## config.mk

```make
export PLATFORM = sky130hd
export DESIGN_NAME = clipped_alpha_blend_compositor_core
export DESIGN_NICKNAME = d
export VERILOG_FILES = /design/src/hw/rtl/cabc_pkg.sv /design/src/hw/rtl/clipped_alpha_blend_compositor_core.sv
export SDC_FILE = /design/constraint.sdc
export NUM_CORES = 2
export LEC_CHECK = 0
export ABC_CLOCK_PERIOD_IN_PS = 16800
export BUFFER_PORTS_ARGS = -buffer_cell sky130_fd_sc_hd__buf_2
export CAP_MARGIN = 20
export CORE_MARGIN = 2
export CORE_UTILIZATION = 35
export CTS_CLUSTER_DIAMETER = 50
export DETAILED_ROUTE_END_ITERATION = 12
export PLACE_DENSITY_LB_ADDON = 0.08
export REMOVE_ABC_BUFFERS = 1
export SLEW_MARGIN = 20
export SYNTH_ARGS = -nofsm -noshare
export SYNTH_HDL_FRONTEND = slang
export SYNTH_SLANG_ARGS = --single-unit
```

## constraint.sdc

```tcl
create_clock -name i_clk -period 16.8 [get_ports i_clk]
set_input_delay 1.68 -clock i_clk [delete_from_list [all_inputs] [get_ports i_clk]]
set_output_delay 1.68 -clock i_clk [all_outputs]
set_load 0.02 [all_outputs]
```

## src/hw/rtl/cabc_pkg.sv

```systemverilog
// Package for the clipped alpha-blend compositor.
// Holds register indexes, field widths and size limits; no dependencies.
`default_nettype none

package cabc_pkg;

    localparam int MAX_SIDE     = 4096;
    localparam int CHAN_W       = 8;
    localparam int WEIGHT_W     = 9;
    localparam int PLACE_W      = 12;
    localparam int SIZE_W       = 13;
    localparam int COUNT_W      = 12;
    localparam int ADDR_W       = 24;
    localparam int CFG_INDEX_W  = 3;
    localparam int CFG_DATA_W   = 13;
    localparam int IN_DATA_W    = 48;
    localparam int OUT_DATA_W   = 48;

    localparam logic [WEIGHT_W-1:0] WEIGHT_FULL = WEIGHT_W'(256);
    localparam logic [SIZE_W-1:0]   SIDE_MAX    = SIZE_W'(MAX_SIDE);

    localparam logic [CFG_INDEX_W-1:0] CFG_BLEND_WEIGHT = 3'd0;
    localparam logic [CFG_INDEX_W-1:0] CFG_PLACE_TOP    = 3'd1;
    localparam logic [CFG_INDEX_W-1:0] CFG_PLACE_LEFT   = 3'd2;
    localparam logic [CFG_INDEX_W-1:0] CFG_CANVAS_COLS  = 3'd3;
    localparam logic [CFG_INDEX_W-1:0] CFG_CANVAS_ROWS  = 3'd4;
    localparam logic [CFG_INDEX_W-1:0] CFG_OVERLAY_COLS = 3'd5;
    localparam logic [CFG_INDEX_W-1:0] CFG_OVERLAY_ROWS = 3'd6;

endpackage

`default_nettype wire

```

## src/hw/rtl/clipped_alpha_blend_compositor_core.sv

```systemverilog
// An accepted input transaction passes the stage-one register, then the output register.
// Throughput: one pixel per cycle when not stalled; position and blend/address stages are
// pipelined and the output register holds a result while the next pixel is accepted.
// Reset (synchronous, active low): registers return to their defaults and the row and
// column counters, the clipping flag and both stage valid bits clear.
// Uses cabc_pkg for register indexes, widths and size limits.
`default_nettype none

module clipped_alpha_blend_compositor_core
    import cabc_pkg::*;
(
    input  wire logic                   i_clk,
    input  wire logic                   i_rst_n,
    input  wire logic                   i_cfg_wr_en,
    input  wire logic [CFG_INDEX_W-1:0] i_cfg_index,
    input  wire logic [CFG_DATA_W-1:0]  i_cfg_data,
    input  wire logic                   i_s_axis_tvalid,
    output logic                        o_s_axis_tready,
    // src_red, src_green, src_blue, dst_red, dst_green, dst_blue
    input  wire logic [IN_DATA_W-1:0]   i_s_axis_tdata,
    output logic                        o_m_axis_tvalid,
    input  wire logic                   i_m_axis_tready,
    // out_red, out_green, out_blue, canvas_address
    output logic [OUT_DATA_W-1:0]       o_m_axis_tdata,
    // write_enable
    output logic                        o_m_axis_tuser,
    output logic                        o_m_axis_tlast
);

    logic [WEIGHT_W-1:0] r_blend_weight;
    logic [PLACE_W-1:0]  r_place_top;
    logic [PLACE_W-1:0]  r_place_left;
    logic [SIZE_W-1:0]   r_canvas_cols;
    logic [SIZE_W-1:0]   r_canvas_rows;
    logic [SIZE_W-1:0]   r_overlay_cols;
    logic [SIZE_W-1:0]   r_overlay_rows;

    always_ff @(posedge i_clk) begin
        if (!i_rst_n) begin
            r_blend_weight <= WEIGHT_FULL;
            r_place_top    <= '0;
            r_place_left   <= '0;
            r_canvas_cols  <= SIZE_W'(1);
            r_canvas_rows  <= SIZE_W'(1);
            r_overlay_cols <= SIZE_W'(1);
            r_overlay_rows <= SIZE_W'(1);
        end else if (i_cfg_wr_en) begin
            case (i_cfg_index)
                CFG_BLEND_WEIGHT: r_blend_weight <= i_cfg_data[WEIGHT_W-1:0];
                CFG_PLACE_TOP:    r_place_top    <= i_cfg_data[PLACE_W-1:0];
                CFG_PLACE_LEFT:   r_place_left   <= i_cfg_data[PLACE_W-1:0];
                CFG_CANVAS_COLS:  r_canvas_cols  <= i_cfg_data[SIZE_W-1:0];
                CFG_CANVAS_ROWS:  r_canvas_rows  <= i_cfg_data[SIZE_W-1:0];
                CFG_OVERLAY_COLS: r_overlay_cols <= i_cfg_data[SIZE_W-1:0];
                CFG_OVERLAY_ROWS: r_overlay_rows <= i_cfg_data[SIZE_W-1:0];
                default: ;
            endcase
        end
    end

    logic [COUNT_W-1:0] r_row_count;
    logic [COUNT_W-1:0] r_col_count;
    logic               r_rows_exhausted;

    logic               r_s1_valid;
    logic [IN_DATA_W-1:0] r_s1_pixel;
    logic [SIZE_W-1:0]  r_s1_crow;
    logic [SIZE_W-1:0]  r_s1_ccol;
    logic               r_s1_we;
    logic               r_s1_last;

    logic               r_s2_valid;
    logic [OUT_DATA_W-1:0] r_s2_data;
    logic               r_s2_we;
    logic               r_s2_last;

    logic s2_load;
    logic s1_load;
    assign s2_load = !r_s2_valid || i_m_axis_tready;
    assign o_s_axis_tready = !r_s1_valid || s2_load;
    assign s1_load = i_s_axis_tvalid && o_s_axis_tready;

    logic [SIZE_W-1:0] ocols;
    logic [SIZE_W-1:0] orows;
    logic [SIZE_W-1:0] crow;
    logic [SIZE_W-1:0] ccol;
    logic [SIZE_W-1:0] col_next;
    logic [SIZE_W-1:0] row_next;
    logic              exhausted_now;
    logic              we;
    logic              last_col;
    logic              last;

    always_comb begin
        if (r_overlay_cols == '0) begin
            ocols = SIZE_W'(1);
        end else if (r_overlay_cols > SIDE_MAX) begin
            ocols = SIDE_MAX;
        end else begin
            ocols = r_overlay_cols;
        end
        if (r_overlay_rows == '0) begin
            orows = SIZE_W'(1);
        end else if (r_overlay_rows > SIDE_MAX) begin
            orows = SIDE_MAX;
        end else begin
            orows = r_overlay_rows;
        end
        crow = {1'b0, r_place_top} + {1'b0, r_row_count};
        ccol = {1'b0, r_place_left} + {1'b0, r_col_count};
        col_next = {1'b0, r_col_count} + SIZE_W'(1);
        row_next = {1'b0, r_row_count} + SIZE_W'(1);
        exhausted_now = r_rows_exhausted || (crow >= r_canvas_rows);
        we = !exhausted_now && (ccol < r_canvas_cols);
        last_col = col_next >= ocols;
        last = last_col && (row_next >= orows);
    end

    always_ff @(posedge i_clk) begin
        if (!i_rst_n) begin
            r_row_count      <= '0;
            r_col_count      <= '0;
            r_rows_exhausted <= 1'b0;
            r_s1_valid       <= 1'b0;
        end else begin
            if (s1_load) begin
                if (last) begin
                    r_row_count      <= '0;
                    r_col_count      <= '0;
                    r_rows_exhausted <= 1'b0;
                end else if (last_col) begin
                    r_col_count      <= '0;
                    r_row_count      <= row_next[COUNT_W-1:0];
                    r_rows_exhausted <= exhausted_now;
                end else begin
                    r_col_count      <= col_next[COUNT_W-1:0];
                    r_rows_exhausted <= exhausted_now;
                end
            end
            if (o_s_axis_tready) begin
                r_s1_valid <= i_s_axis_tvalid;
            end
        end
    end

    always_ff @(posedge i_clk) begin
        if (s1_load) begin
            r_s1_pixel <= i_s_axis_tdata;
            r_s1_crow  <= crow;
            r_s1_ccol  <= ccol;
            r_s1_we    <= we;
            r_s1_last  <= last;
        end
    end

    logic [WEIGHT_W-1:0]     alpha;
    logic [WEIGHT_W-1:0]     alpha_inv;
    logic [CHAN_W-1:0]       mix_red;
    logic [CHAN_W-1:0]       mix_green;
    logic [CHAN_W-1:0]       mix_blue;
    logic [2*SIZE_W-1:0]     addr_full;
    logic [OUT_DATA_W-1:0]   s2_data;

    function automatic logic [CHAN_W-1:0] blend(
        input logic [CHAN_W-1:0]   dst,
        input logic [CHAN_W-1:0]   src,
        input logic [WEIGHT_W-1:0] a,
        input logic [WEIGHT_W-1:0] a_inv
    );
        logic [CHAN_W+WEIGHT_W-1:0] sum;
        sum = ({{WEIGHT_W{1'b0}}, dst} * {{CHAN_W{1'b0}}, a_inv})
            + ({{WEIGHT_W{1'b0}}, src} * {{CHAN_W{1'b0}}, a});
        return sum[2*CHAN_W-1:CHAN_W];
    endfunction

    always_comb begin
        alpha     = (r_blend_weight > WEIGHT_FULL) ? WEIGHT_FULL : r_blend_weight;
        alpha_inv = WEIGHT_FULL - alpha;
        mix_red   = blend(r_s1_pixel[31:24], r_s1_pixel[7:0], alpha, alpha_inv);
        mix_green = blend(r_s1_pixel[39:32], r_s1_pixel[15:8], alpha, alpha_inv);
        mix_blue  = blend(r_s1_pixel[47:40], r_s1_pixel[23:16], alpha, alpha_inv);
        addr_full = ({{SIZE_W{1'b0}}, r_s1_crow} * {{SIZE_W{1'b0}}, r_canvas_cols})
                  + {{SIZE_W{1'b0}}, r_s1_ccol};
        if (r_s1_we) begin
            s2_data = {addr_full[ADDR_W-1:0], mix_blue, mix_green, mix_red};
        end else begin
            s2_data = '0;
        end
    end

    always_ff @(posedge i_clk) begin
        if (!i_rst_n) begin
            r_s2_valid <= 1'b0;
        end else if (s2_load) begin
            r_s2_valid <= r_s1_valid;
        end
    end

    always_ff @(posedge i_clk) begin
        if (s2_load && r_s1_valid) begin
            r_s2_data <= s2_data;
            r_s2_we   <= r_s1_we;
            r_s2_last <= r_s1_last;
        end
    end

    assign o_m_axis_tvalid = r_s2_valid;
    assign o_m_axis_tdata  = r_s2_data;
    assign o_m_axis_tuser  = r_s2_we;
    assign o_m_axis_tlast  = r_s2_last;

endmodule

`default_nettype wire
```

==> impl_results.md <==
- H-tree levels: 2
- Final std cells w/o fill: 4483
- WP data arrival: 8.43 ns
- Clk_lat worst skew: 0.62 ns
- Post-CTS setup repair buffer count: 0
- Share of cells above drive strength 1: 0.0797
- Cell mode on critical path: fa_1
- 1st-iter DRT viols: 922
- Buffers & Inverters on Critical Path: 4
- PD cells: 57.1 nW/um2
- Max-slew violations: 0
- CTS root buf: clkbuf_16
- Total power: 1.91 mW
- CP endpoint kind: register
- Final hold vios: 0
- Largest cells by area after synthesis: fa_1 (30%), ha_1 (14%), edfxtp_1 (13%)
- CTS tree: done
- Final instance area: 33500 um2
- Synth cell types: 69
- Number of global-route vias before repair: 23600
- Register area share after synthesis: 0.199
- Required time of the critical path: 17.13 ns
- Top-area cell type share of the netlist area: 0.297
- Via Count: 21300
- Initial Util: 0.354
- Final GP Congestion: 0.814
- Initial antenna violation count: 2
- Dpl hpwl: 59800 um
- # port buffers: 120
- Worst min-delay path category: register to register
- Reg clk slew, reported paths: 0.05 ns
- First-pass GRT wire length: 128000 um
- Flops & latches, synth: 238
- CP Class: register to register
- Vias per cell: 4.76
- Asr flop ratio synth: 0
- Post-Place Setup Slack: 8.70 ns
- Total routed wirelength: 77400 um
- DIE AREA: 88700 um2
- CP max stage cell: fa_1
- Pleak: 15.9 nW
- Gr usage total: 0.183
- Max-cap violations: 0
- Top post-synthesis cells by count: inv_1 (574), nand2_1 (529), fa_1 (449), and2_1 (354), ha_1 (331)
- Fin crit share: 0.482
- Setup violators final: 0
- Cell taking the most area after synthesis: fa_1
- Crit-path max cell delay: 0.55 ns
- Most frequent cell after synthesis: inv_1
- Die W: 298 um
- Inserted Clock Buffers: 44
- Setup ws final: 8.70 ns
- Max FO, Critical Path: 45
- Clock buffer depth: 3
- Synth Area per Inst: 9.31 um2
- Synth Flop Type: edfxtp_1
- Synthesized netlist cell count: 3246
- Worst-margin pin slew: 0.976 ns
- Number of routed nets with antenna violations: 0
- CTS resizes: 0
- Area growth syn-to-layout: 10.9%
- Post-synth EDFFs: 126
- Worst relative slew slack: 0.350
- Status: finished clean
- RSZ-0062 raised after global routing: false
- Congestion Overflow GR: 0
- Cell family with most CP delay: adder cells
- Die height: 298 um
- Drc violations: 0
- DRT Pass-1 Iters: 7
- Dpl cells: 4399
- VDD IR max: 0.0000776 V
- Final Net Count: 4150
- Clk_skew: 0.0498 ns
- Ports: 121
- Hold WS: 0.430 ns
- Max Fclk: 123 MHz
- Synth warnings: 0
- Util after Layout: 0.393
- Largest net degree at the start of global routing: 88
- Crit path time final: 8.10 ns
- Placed Area: 32000 um2
- # rows: 107
- Avg WL per Cell: 17.3 um
- Setup TNS: 0 ns
- Clock sinks: 238
- Core ar.: 85400 um2
- Synthesized area: 30200 um2
- Hold buffer count at cts: 0
- CP Launch Type: register
[worst paths after layout]
kind	startpoint	to	slack, ns	cells after the start
setup / recovery	r_blend_weight[8]$_SDFFE_PN1P_	o_m_axis_tdata[15]$_SDFFCE_PN0P_	8.70	25
hold / removal	r_s1_last$_DFFE_PP_	o_m_axis_tlast$_DFFE_PP_	0.43	0
setup reg to reg	r_blend_weight[8]$_SDFFE_PN1P_	o_m_axis_tdata[15]$_SDFFCE_PN0P_	8.70	25
hold reg to reg	r_s1_last$_DFFE_PP_	o_m_axis_tlast$_DFFE_PP_	0.43	0
[placed cells by master, fill, tap and decap left out, types with 22 or more instances in the layout]
master,n
inv_1,574
nand2_1,529
fa_1,449
and2_1,354
ha_1,331
a21oi_1,144
edfxtp_1,126
buf_2,120
dfxtp_1,112
xnor2_1,87
nor2_1,73
clkbuf_16,48
nand3_1,36
o21ai_0,35
xor2_1,27
a21o_1,26
buf_4,22
[report_power, final]
group	switching (mW)	total, mW	internal (mW)
clock network	0.352	0.917	0.565
registers	0.0438	0.694	0.650
logic	0.184	0.304	0.120
[sequential cells by signal, summed over array words and instances (netlist names)]
signal	flops
o_m_axis_tdata	48
o_m_axis_tlast	1
o_m_axis_tuser	1
o_m_axis_tvalid	1
r_blend_weight	9
r_canvas_cols	13
r_canvas_rows	13
r_col_count	12
r_overlay_cols	13
r_overlay_rows	13
r_place_left	12
r_place_top	12
r_row_count	12
r_rows_exhausted	1
r_s1_ccol	13
r_s1_crow	13
r_s1_last	1
r_s1_pixel	48
r_s1_valid	1
r_s1_we	1
[routing by layer]
metal  track usage  wire length, um
met5             0                0
met4        0.0523             2110
met3        0.0241             2740
met2         0.330            39400
met1         0.228            33200
[logic make-up (layout without fill, tap and decap cells)]
logic type / count (synthesis) / in the layout / synth area share
and+or+nand+nor: 1095 / 1095 / 0.176
adders and majority gates: 780 / 780 / 0.434
buffers and inverters: 710 / 801 / 0.0888
AOI/OAI and AO/OA: 304 / 304 / 0.0675
DFF: 238 / 238 / 0.199
xor gates and xnor gates: 118 / 118 / 0.0342
muxes: 1 / 1 / 0.000372
other: 0 / 2 / 0
[area by class of cell]
type | instances | area [um2]
Tap cell | 1144 | 1430
Inverter | 577 | 2170
Timing Repair Buffer | 142 | 766
Sequential cell | 238 | 6030
Fill cell | 8673 | 51900
Multi-Input combinational cell | 2298 | 21600
Clock inverter | 28 | 308
Clock buffer | 54 | 1230
Antenna cell | 2 | 5.00
[worst register-to-register path: cells and delay by family, from the launching register on]
family	cells	cell delay [ns]
fa+ha+maj	7	3.32
compound gates	7	1.80
buf+inv	4	1.10
simple gates	5	0.88
flops	1	0.30
mux	1	0.27
xor+xnor	1	0.13
(Power assumes the default switching activity.)
